===== src/rtl/wsd_pkg.sv =====
// ----------------------------------------------------------------------------
// wsd_pkg: shared types and constants for the WAV stream to DAC sample block
// Beat types for both channels, result kind codes, RIFF tags and queue depth.
// ----------------------------------------------------------------------------
package wsd_pkg;

  // Input beat: one byte of the WAV file plus sideband flags
  typedef struct packed {
    logic [7:0] file_byte;
    logic       end_of_file;
    logic       abort_request;
  } in_beat_t;

  // Output beat: one result
  typedef struct packed {
    logic [1:0]  kind;
    logic [7:0]  dac_level;
    logic [31:0] rate_hz;
    logic        last_of_run;
  } out_beat_t;

  // Up to two results caused by one input beat
  typedef struct packed {
    logic [1:0] num;
    out_beat_t  r0;
    out_beat_t  r1;
  } res_pair_t;

  // Result kinds
  localparam logic [1:0] KIND_SAMPLE  = 2'd0;
  localparam logic [1:0] KIND_OK      = 2'd1;
  localparam logic [1:0] KIND_FMT_ERR = 2'd2;
  localparam logic [1:0] KIND_ABORT   = 2'd3;

  localparam logic [7:0] IDLE_LEVEL = 8'd127;

  // Four-character tags, first character in the low byte
  localparam logic [31:0] TAG_RIFF = 32'h4646_4952;
  localparam logic [31:0] TAG_WAVE = 32'h4556_4157;
  localparam logic [31:0] TAG_FMT  = 32'h2074_6D66;
  localparam logic [31:0] TAG_DATA = 32'h6174_6164;

  // 16-bit to 8-bit bias
  localparam logic [16:0] PCM16_BIAS = 17'd32767;

  // Result queue depth (at least two)
  localparam int unsigned QUEUE_DEPTH = 4;

  // Byte i of a tag
  function automatic logic [7:0] tag_byte(input logic [31:0] tag, input logic [1:0] idx);
    return tag[{idx, 3'b000} +: 8];
  endfunction

  // One result with last_of_run clear
  function automatic out_beat_t make_res(input logic [1:0] kind, input logic [7:0] level,
                                         input logic [31:0] rate);
    out_beat_t r;
    r.kind        = kind;
    r.dac_level   = level;
    r.rate_hz     = rate;
    r.last_of_run = 1'b0;
    return r;
  endfunction

endpackage


===== src/rtl/wsd_parser.sv =====
// ----------------------------------------------------------------------------
// wsd_parser: RIFF WAV header walk and sample conversion
// Holds the parse state; works out the results of an accepted beat in one
// pass and updates the state at the same edge.
// ----------------------------------------------------------------------------
module wsd_parser (
  input  logic              clk_i,
  input  logic              rst_ni,
  input  logic              accept_i,
  input  wsd_pkg::in_beat_t beat_i,
  output wsd_pkg::res_pair_t res_o
);
  import wsd_pkg::*;

  typedef enum logic [1:0] {
    PH_HEADER,
    PH_SEARCH,
    PH_SAMPLE,
    PH_DONE
  } phase_e;

  phase_e      phase_q, phase_d;
  logic [31:0] off_q, off_d;
  logic [31:0] cstart_q, cstart_d;
  logic [31:0] sgather_q, sgather_d;
  logic        idm_q, idm_d;
  logic [15:0] chan_q, chan_d;
  logic [31:0] rate_q, rate_d;
  logic [15:0] bits_q, bits_d;
  logic [1:0]  sbi_q, sbi_d;
  logic [7:0]  hold_q, hold_d;

  // Next state and results for the beat on the input
  always_comb begin
    logic [7:0]  b;
    logic        eof;
    logic        ab;
    logic [32:0] off_p1;
    logic [31:0] sg_shift;
    logic [32:0] nx_hdr;
    logic [32:0] diff;
    logic        in_chunk_hdr;
    logic [2:0]  d;
    logic [33:0] nx_chunk;
    logic        err;
    logic        entered;
    logic        wide;
    logic        stereo;
    logic [2:0]  frame;
    logic [2:0]  idx_n;
    logic [16:0] biased;
    logic        produced;
    logic [7:0]  level;
    res_pair_t   res;

    b   = beat_i.file_byte;
    eof = beat_i.end_of_file;
    ab  = beat_i.abort_request;

    phase_d   = phase_q;
    off_d     = off_q;
    cstart_d  = cstart_q;
    sgather_d = sgather_q;
    idm_d     = idm_q;
    chan_d    = chan_q;
    rate_d    = rate_q;
    bits_d    = bits_q;
    sbi_d     = sbi_q;
    hold_d    = hold_q;

    err      = 1'b0;
    entered  = 1'b0;
    produced = 1'b0;
    level    = '0;
    res      = '0;

    off_p1   = {1'b0, off_q} + 33'd1;
    sg_shift = {b, sgather_q[31:8]};
    nx_hdr   = 33'd20 + {1'b0, sg_shift};
    diff     = {1'b0, off_q} - {1'b0, cstart_q};
    in_chunk_hdr = !diff[32] && (diff[31:3] == 29'd0);
    d        = diff[2:0];
    nx_chunk = {1'b0, off_p1} + {2'b00, sg_shift};

    // Format fields, captured at fixed offsets outside the done phase
    if (phase_q != PH_DONE) begin
      if (off_q == 32'd22) begin
        chan_d[7:0] = b;
      end else if (off_q == 32'd23) begin
        chan_d[15:8] = b;
      end else if (off_q[31:2] == 30'd6) begin
        rate_d[{off_q[1:0], 3'b000} +: 8] = b;
      end else if (off_q == 32'd34) begin
        bits_d[7:0] = b;
      end else if (off_q == 32'd35) begin
        bits_d[15:8] = b;
      end
    end

    // Sample unpacking uses the freshly captured format
    wide   = (bits_d == 16'd16);
    stereo = (chan_d == 16'd2);
    frame  = wide ? (stereo ? 3'd4 : 3'd2) : (stereo ? 3'd2 : 3'd1);
    idx_n  = {1'b0, sbi_q} + 3'd1;
    biased = {1'b0, b, hold_q} + PCM16_BIAS;

    unique case (phase_q)
      PH_HEADER: begin
        if (off_q[31:2] == 30'd0) begin
          err = (b != tag_byte(TAG_RIFF, off_q[1:0]));
        end else if (off_q[31:2] == 30'd2) begin
          err = (b != tag_byte(TAG_WAVE, off_q[1:0]));
        end else if (off_q[31:2] == 30'd3) begin
          err = (b != tag_byte(TAG_FMT, off_q[1:0]));
        end else if (off_q[31:2] == 30'd4) begin
          sgather_d = sg_shift;
          if (off_q[1:0] == 2'd3) begin
            if (nx_hdr[32]) begin
              err = 1'b1;
            end else begin
              cstart_d = nx_hdr[31:0];
              phase_d  = PH_SEARCH;
            end
          end
        end
      end
      PH_SEARCH: begin
        if (in_chunk_hdr) begin
          if (d == 3'd0) begin
            idm_d = (b == tag_byte(TAG_DATA, 2'd0));
          end else if (!d[2]) begin
            idm_d = idm_q & (b == tag_byte(TAG_DATA, d[1:0]));
          end else begin
            sgather_d = sg_shift;
          end
          if (d == 3'd7) begin
            if (idm_q) begin
              phase_d = PH_SAMPLE;
              sbi_d   = 2'd0;
              entered = 1'b1;
            end else if (nx_chunk[33:32] != 2'd0) begin
              err = 1'b1;
            end else begin
              cstart_d = nx_chunk[31:0];
            end
          end
        end
      end
      PH_SAMPLE: begin
        if (wide) begin
          if (sbi_q == 2'd0) begin
            hold_d = b;
          end else if (sbi_q == 2'd1) begin
            level    = biased[15:8];
            produced = 1'b1;
          end
        end else if (sbi_q == 2'd0) begin
          level    = b;
          produced = 1'b1;
        end
        sbi_d = (idx_n >= frame) ? 2'd0 : idx_n[1:0];
        if (ab) begin
          phase_d = PH_DONE;
        end
      end
      PH_DONE: begin
      end
      default: begin
      end
    endcase

    if (err) begin
      phase_d = PH_DONE;
    end

    // Result assembly
    if (phase_q == PH_SAMPLE) begin
      if (produced) begin
        res.r0 = make_res(KIND_SAMPLE, level, rate_d);
        if (ab) begin
          res.r1  = make_res(KIND_ABORT, 8'd0, rate_d);
          res.num = 2'd2;
        end else if (eof) begin
          res.r1  = make_res(KIND_OK, IDLE_LEVEL, rate_d);
          res.num = 2'd2;
        end else begin
          res.num = 2'd1;
        end
      end else if (ab) begin
        res.r0  = make_res(KIND_ABORT, 8'd0, rate_d);
        res.num = 2'd1;
      end else if (eof) begin
        res.r0  = make_res(KIND_OK, IDLE_LEVEL, rate_d);
        res.num = 2'd1;
      end
    end else if (phase_q != PH_DONE) begin
      if (err) begin
        res.r0  = make_res(KIND_FMT_ERR, 8'd0, rate_d);
        res.num = 2'd1;
      end else if (eof) begin
        res.r0  = entered ? make_res(KIND_OK, IDLE_LEVEL, rate_d)
                          : make_res(KIND_FMT_ERR, 8'd0, rate_d);
        res.num = 2'd1;
      end
    end
    if (res.num == 2'd1) begin
      res.r0.last_of_run = 1'b1;
    end
    if (res.num == 2'd2) begin
      res.r1.last_of_run = 1'b1;
    end
    res_o = res;

    // Saturating offset, frozen in the done phase
    if (phase_q != PH_DONE && !off_p1[32]) begin
      off_d = off_p1[31:0];
    end

    // End of file returns everything to the reset values
    if (eof) begin
      phase_d   = PH_HEADER;
      off_d     = '0;
      cstart_d  = '0;
      sgather_d = '0;
      idm_d     = 1'b1;
      chan_d    = '0;
      rate_d    = '0;
      bits_d    = '0;
      sbi_d     = '0;
      hold_d    = '0;
    end
  end

  // Parse state
  always_ff @(posedge clk_i or negedge rst_ni) begin
    if (!rst_ni) begin
      phase_q   <= PH_HEADER;
      off_q     <= '0;
      cstart_q  <= '0;
      sgather_q <= '0;
      idm_q     <= 1'b1;
      chan_q    <= '0;
      rate_q    <= '0;
      bits_q    <= '0;
      sbi_q     <= '0;
      hold_q    <= '0;
    end else if (accept_i) begin
      phase_q   <= phase_d;
      off_q     <= off_d;
      cstart_q  <= cstart_d;
      sgather_q <= sgather_d;
      idm_q     <= idm_d;
      chan_q    <= chan_d;
      rate_q    <= rate_d;
      bits_q    <= bits_d;
      sbi_q     <= sbi_d;
      hold_q    <= hold_d;
    end
  end

endmodule


===== src/rtl/wsd_res_queue.sv =====
// ----------------------------------------------------------------------------
// wsd_res_queue: result queue
// Takes up to two results per cycle and hands them out one beat at a time.
// ----------------------------------------------------------------------------
module wsd_res_queue #(
  parameter int unsigned Depth = wsd_pkg::QUEUE_DEPTH
) (
  input  logic                clk_i,
  input  logic                rst_ni,
  input  logic                push_i,
  input  wsd_pkg::res_pair_t  res_i,
  output logic                room_o,
  output logic                out_valid_o,
  input  logic                out_ready_i,
  output wsd_pkg::out_beat_t  out_data_o
);
  import wsd_pkg::*;

  localparam int unsigned PtrW = (Depth > 1) ? $clog2(Depth) : 1;
  localparam int unsigned CntW = $clog2(Depth + 1);

  out_beat_t       mem_q [Depth];
  logic [PtrW-1:0] wr_q, wr_d, rd_q, rd_d, wr1;
  logic [CntW-1:0] cnt_q, cnt_d;
  logic [1:0]      n_push;
  logic            pop;

  function automatic logic [PtrW-1:0] ptr_inc(input logic [PtrW-1:0] p);
    return (p == PtrW'(Depth - 1)) ? '0 : p + PtrW'(1);
  endfunction

  assign pop         = out_valid_o && out_ready_i;
  assign n_push      = push_i ? res_i.num : 2'd0;
  assign wr1         = ptr_inc(wr_q);
  assign room_o      = (cnt_q <= CntW'(Depth - 2));
  assign out_valid_o = (cnt_q != '0);
  assign out_data_o  = mem_q[rd_q];

  // Pointer and fill count update
  always_comb begin
    wr_d = wr_q;
    if (n_push == 2'd1) begin
      wr_d = wr1;
    end else if (n_push == 2'd2) begin
      wr_d = ptr_inc(wr1);
    end
    rd_d  = pop ? ptr_inc(rd_q) : rd_q;
    cnt_d = cnt_q + CntW'(n_push) - CntW'(pop);
  end

  always_ff @(posedge clk_i or negedge rst_ni) begin
    if (!rst_ni) begin
      wr_q  <= '0;
      rd_q  <= '0;
      cnt_q <= '0;
    end else begin
      wr_q  <= wr_d;
      rd_q  <= rd_d;
      cnt_q <= cnt_d;
    end
  end

  // Result storage
  always_ff @(posedge clk_i) begin
    if (n_push != 2'd0) begin
      mem_q[wr_q] <= res_i.r0;
    end
    if (n_push == 2'd2) begin
      mem_q[wr1] <= res_i.r1;
    end
  end

endmodule


===== src/rtl/wav_stream_to_dac_samples.sv =====
// ----------------------------------------------------------------------------
// wav_stream_to_dac_samples: RIFF WAV byte stream to 8-bit DAC levels
// Parses the header, walks chunks to the data chunk and turns the left
// channel samples into DAC levels, with status at end of file, error or abort.
// ----------------------------------------------------------------------------
//   channel | handshake                  | beat
//   in      | in_valid_i / in_ready_o    | in_data_i  : file byte, end, abort
//   out     | out_valid_o / out_ready_i  | out_data_o : kind, level, rate, last
//
// One file byte is taken per cycle while the queue has room; its results are
// written into the queue at the accepting edge and leave it behind earlier ones.
// A beat that causes two results hands them out as two output beats; the queue
// depth (QueueDepth, at least two free entries to take a beat) sets how far
// the input runs ahead of a stalled output.
// Reset puts the parser in the header phase with an empty queue.
// ----------------------------------------------------------------------------
module wav_stream_to_dac_samples #(
  parameter int unsigned QueueDepth = wsd_pkg::QUEUE_DEPTH
) (
  input  logic               clk_i,
  input  logic               rst_ni,
  input  logic               in_valid_i,
  output logic               in_ready_o,
  input  wsd_pkg::in_beat_t  in_data_i,
  output logic               out_valid_o,
  input  logic               out_ready_i,
  output wsd_pkg::out_beat_t out_data_o
);
  import wsd_pkg::*;

  logic      accept;
  res_pair_t res;

  assign accept = in_valid_i && in_ready_o;

  // Parse state and per-byte results
  wsd_parser u_parser (
    .clk_i    (clk_i),
    .rst_ni   (rst_ni),
    .accept_i (accept),
    .beat_i   (in_data_i),
    .res_o    (res)
  );

  // Result queue
  wsd_res_queue #(
    .Depth (QueueDepth)
  ) u_queue (
    .clk_i       (clk_i),
    .rst_ni      (rst_ni),
    .push_i      (accept),
    .res_i       (res),
    .room_o      (in_ready_o),
    .out_valid_o (out_valid_o),
    .out_ready_i (out_ready_i),
    .out_data_o  (out_data_o)
  );

endmodule


===== config.mk =====
export PLATFORM = sky130hd
export DESIGN_NAME = wav_stream_to_dac_samples
export DESIGN_NICKNAME = d
export VERILOG_FILES = /design/src/rtl/wsd_pkg.sv /design/src/rtl/wsd_parser.sv /design/src/rtl/wsd_res_queue.sv /design/src/rtl/wav_stream_to_dac_samples.sv
export SDC_FILE = /design/constraint.sdc
export NUM_CORES = 1
export LEC_CHECK = 0
export BUFFER_PORTS_ARGS = -buffer_cell sky130_fd_sc_hd__clkbuf_2
export CORE_MARGIN = 2
export CORE_UTILIZATION = 42
export CTS_BUF_LIST = sky130_fd_sc_hd__clkbuf_4 sky130_fd_sc_hd__clkbuf_8 sky130_fd_sc_hd__clkbuf_16
export DETAILED_ROUTE_END_ITERATION = 8
export GPL_TIMING_DRIVEN = 0
export MAX_ROUTING_LAYER = met4
export SLEW_MARGIN = 10
export SYNTH_ARGS = -nofsm -noshare
export SYNTH_HDL_FRONTEND = slang
export SYNTH_SLANG_ARGS = --single-unit

===== constraint.sdc =====
create_clock -name clk_i -period 7.45 [get_ports clk_i]
set_input_delay 0.745 -clock clk_i [delete_from_list [all_inputs] [get_ports clk_i]]
set_output_delay 0.745 -clock clk_i [all_outputs]
set_load 0.1 [all_outputs]

==> summary.txt <==
Logic synthesis
  • Register area share after synthesis: 42.6%
  • Synthesized Nets: 2422
  • Mapped Area: 22100 um2
  • Area contributors post-synth: edfxtp_1 23%, dfrtp_1 19%, ha_1 6.0%, nor2_1 4.8%, mux4_2 4.4%
  • Synth async-reset ratio: around half
  • Number of synthesized flops with an enable pin: 168
  • Top_reg_cell synth: dfrtp_1
  • Yosys warning count: 0
  • Avg Inst Size Synth: 9.63 um2
  • Netlist cell types: between 90 and 100
  • Cell accounting for the most synthesized area: edfxtp_1
  • Synthesized flop and latch total: 344
  • Yosys top cell area share: 22.8%
  • Syn Inst Count: 2298

Final layout
  • Fillers: between 4000 and 5000
  • Layout cells sized above 1: 12.7%
  • Register area: 9430 um2
  • Final #Nets: roughly 2500
  • Layout Area Growth over Synthesis: 13.5%
  • Fin util: 48.0%
  • Multi-input gate area: 12200 um2
  • Layout Cells excl Fill: 3139

Placement
  • Port bufs: 58
  • Routability cong.: between 0.9 and 1
  • HPWL after DPL: 53400 um
  • Placed cells: 3050
  • Post-place setup slack: -1.28 ns

Global route
  • First-pass GRT wire length: ~110000 um
  • Initial antenna violation count: 2
  • Grt ovf: 0
  • Vias in the first global route: 18200
  • Total track usage: roughly a quarter
  • Largest net degree at the start of global routing: 72

Setup path
  • Crit-path max cell delay: 0.88 ns
  • Worst R2R Setup Slack: 0.32 ns
  • Worst flop-to-flop path startpoint: u_parser.off_q[0]
  • FF-to-FF path depth: 21
  • Worst Path Arrival: 7.43 ns
  • Critical Path RT: 7.75 ns
  • Stages on the worst setup path: 21
  • Slowest stage cell, crit path: nor3_1
  • Critical path fanouts, max: 13
  • CP top delay family: simple AND/OR/NAND/NOR gates
  • WP buf/inv: 3
  • Critical Setup Path Class: register to register
  • CP Cell Sequence: inv_1, ha_1, fa_1, nor2b_1, o211ai_1, a2111oi_4, nor3_1, xnor2_1, nor4_1, nand4_1, nor3_1, a31o_2, buf_8, a21oi_1, or3_4, ha_1, nand3_1, a21oi_4, a21oi_4, buf_2, nor2_1
  • Startpoint Class: register
  • Reg2reg end: u_queue.mem_q[3][18]
  • Worst setup EP type: register

Routing
  • DR vias/cell: 6.01
  • WL/cell: 22.7 um
  • Router iterations before antenna repair: 6
  • Antenna Nets Post-Route: 0
  • Post-route DRC: 0
  • DR vias: approximately 19000
  • Initial DRC count: 1529
  • Final wirelength: 71300 um

Floorplan
  • Cell Rows: 84
  • Die height: 234 um
  • Initial Util: 42.3%
  • Die Footprint: 54500 um2
  • Core Region: 52300 um2
  • Die width: 234 um
  • Boundary Pins: roughly 60

Pwr
  • Overall power: 9.02 mW
  • Maximum VDD drop: about 0.00023 V
  • Pwr Density: 359 nW/um2
  • P_leak: roughly 10 nW

Timing
  • Post-layout minimum cycle time: slightly above 7 ns
  • Final Cycle Share: a little over nine tenths
  • Final Worst Setup Slack: 0.320 ns
  • Pins Over Slew Limit: 0
  • Clock Skews: 0.0312 ns
  • Slew HR: 18.9%
  • F_max: about 140 MHz
  • Final setup fails: 0
  • Worst slew pin tran: 1.20 ns
  • Hold Fails Final Rpt: 0

Run status
  • Status: finished clean

CTS
  • CTS tree: done
  • Clock Tree Buf Depth: 3
  • Root buf cell: clkbuf_16
  • Clock Sinks: 344
  • Htree depth: 2
  • Clock latency on the worst-skew pair: 0.59 ns
  • TritonCTS Buffers: 40
  • Worst-path clk slew: 0.06 ns

Hold path
  • Min-delay worst type: input pin to asynchronous set/reset pin

Job
  • Max Cap Violations: 0
-- layout make-up --
class	count	share of cell area, %
multi-input cells	1771	48.4
flip-flops and latches	344	37.6
clock buffers	54	4.48
well taps	688	3.43
repair buffers	77	2.12
plain buffers	107	2.00
inverters	76	1.14
clock inverters	20	0.857
diodes	2	0.0199
-- cells in the mapped netlist, drive strengths merged, types with 29 or more instances --
cell type,instances
nor2,282
nor2b,41
inv,76
clkbuf,86
mux4,43
nand2,241
nor4,32
mux2,42
dfrtp,171
xnor2,64
a211o,29
mux2i,42
xor2,37
and3,35
edfxtp,168
nand3,59
o21ai,158
a21o,72
nor3,45
ha,107
a21oi,134
-- sequential cells by signal, summed over array words and instances (netlist names) --
signal,cells
u_parser.bits_q,16
u_parser.chan_q,16
u_parser.cstart_q,32
u_parser.hold_q,8
u_parser.idm_q,1
u_parser.off_q,32
u_parser.phase_q,2
u_parser.rate_q,32
u_parser.sbi_q,2
u_parser.sgather_q,24
u_queue.cnt_q,3
u_queue.mem_q,172
u_queue.rd_q,2
u_queue.wr_q,2
-- per-layer routing --
metal | track usage (%) | wire (um)
met4 | 8.74 | 2240
met2 | 43.0 | 34200
met3 | 4.33 | 4750
met1 | 34.1 | 30100
met5 | - | 0
-- worst reg2reg max path: stages, from the launching register on --
cell	delay, ns
dfrtp_2	0.54
inv_1	0.25
ha_1	0.29
fa_1	0.51
nor2b_1	0.34
o211ai_1	0.25
a2111oi_4	0.46
nor3_1	0.14
xnor2_1	0.21
nor4_1	0.32
nand4_1	0.20
nor3_1	0.88
a31o_2	0.37
buf_8	0.19
a21oi_1	0.08
or3_4	0.44
ha_1	0.29
nand3_1	0.28
a21oi_4	0.12
a21oi_4	0.32
buf_2	0.31
nor2_1	0.07
-- cells in the final DEF (no fill, tap or decap), types with 21 or more instances in the layout --
cell type  instances
nor2_1           281
nand2_1          237
dfrtp_1          168
edfxtp_1         168
o21ai_0          156
a21oi_1          122
ha_1             105
inv_1             76
clkbuf_1          73
a21o_1            72
xnor2_1           63
clkbuf_2          62
nand3_1           54
mux4_2            43
mux2i_1           42
nor3_1            41
nor2b_1           41
clkbuf_16         40
xor2_1            37
and3_1            34
nor4_1            29
a211o_1           29
o22ai_1           26
nand2b_1          25
nand4_1           21
-- power by group --
| part | internal (mW) | switching (mW) | total [mW] |
|---|---|---|---|
| clock | 1.15 | 0.846 | 2.00 |
| combinational | 1.30 | 3.22 | 4.52 |
| sequential | 2.28 | 0.220 | 2.50 |
-- cell families (layout without fill, tap and decap cells) --
family / after synthesis / after routing / synth area share (%)
adders and majority gates: 110 / 110 / 6.32
xor gates and xnor gates: 101 / 101 / 4.00
and+or+nand+nor: 852 / 852 / 18.1
DFF: 344 / 344 / 42.6
other: 0 / 2 / 0
muxes: 127 / 127 / 8.58
AOI/OAI and AO/OA: 580 / 581 / 17.0
buffers and inverters: 184 / 334 / 3.35
-- how the worst max path moves through the flow --
stage	start	to	slack [ns]
floorplan	u_parser.off_q[4]	u_queue.mem_q[1][0]	0.61
global placement	u_parser.off_q[0]	u_queue.mem_q[2][31]	-1.68
detailed placement	u_parser.off_q[0]	u_queue.mem_q[1][24]	-1.28
CTS	u_parser.off_q[4]	u_queue.mem_q[1][32]	-0.08
global route	u_parser.off_q[12]	u_queue.mem_q[3][18]	-0.07
finish	u_parser.off_q[0]	u_queue.mem_q[3][18]	0.32
-- per-stage QoR --
stage / area (um2) / hold WS (ns) / TNS (ns)
after floorplan: 22100 / 0.442 / 0
after global placement: 23300 / 0.462 / -411.78
after detailed placement: 23400 / 0.467 / -236.57
after CTS: 24900 / 0.0803 / -1.78
after global routing: 25100 / 0.0901 / -2.63
final: 25100 / 0.0878 / 0
-- what timing repair did --
item                                    CTS  global route
buffers inserted                          5             8
hold buffers                              0             0
endpoints found under the setup margin  336           302
pin swaps                                 3             6
cloned                                    0             1
resized for setup                        34            40
No activity file was read; power rests on OpenSTA's default activity.
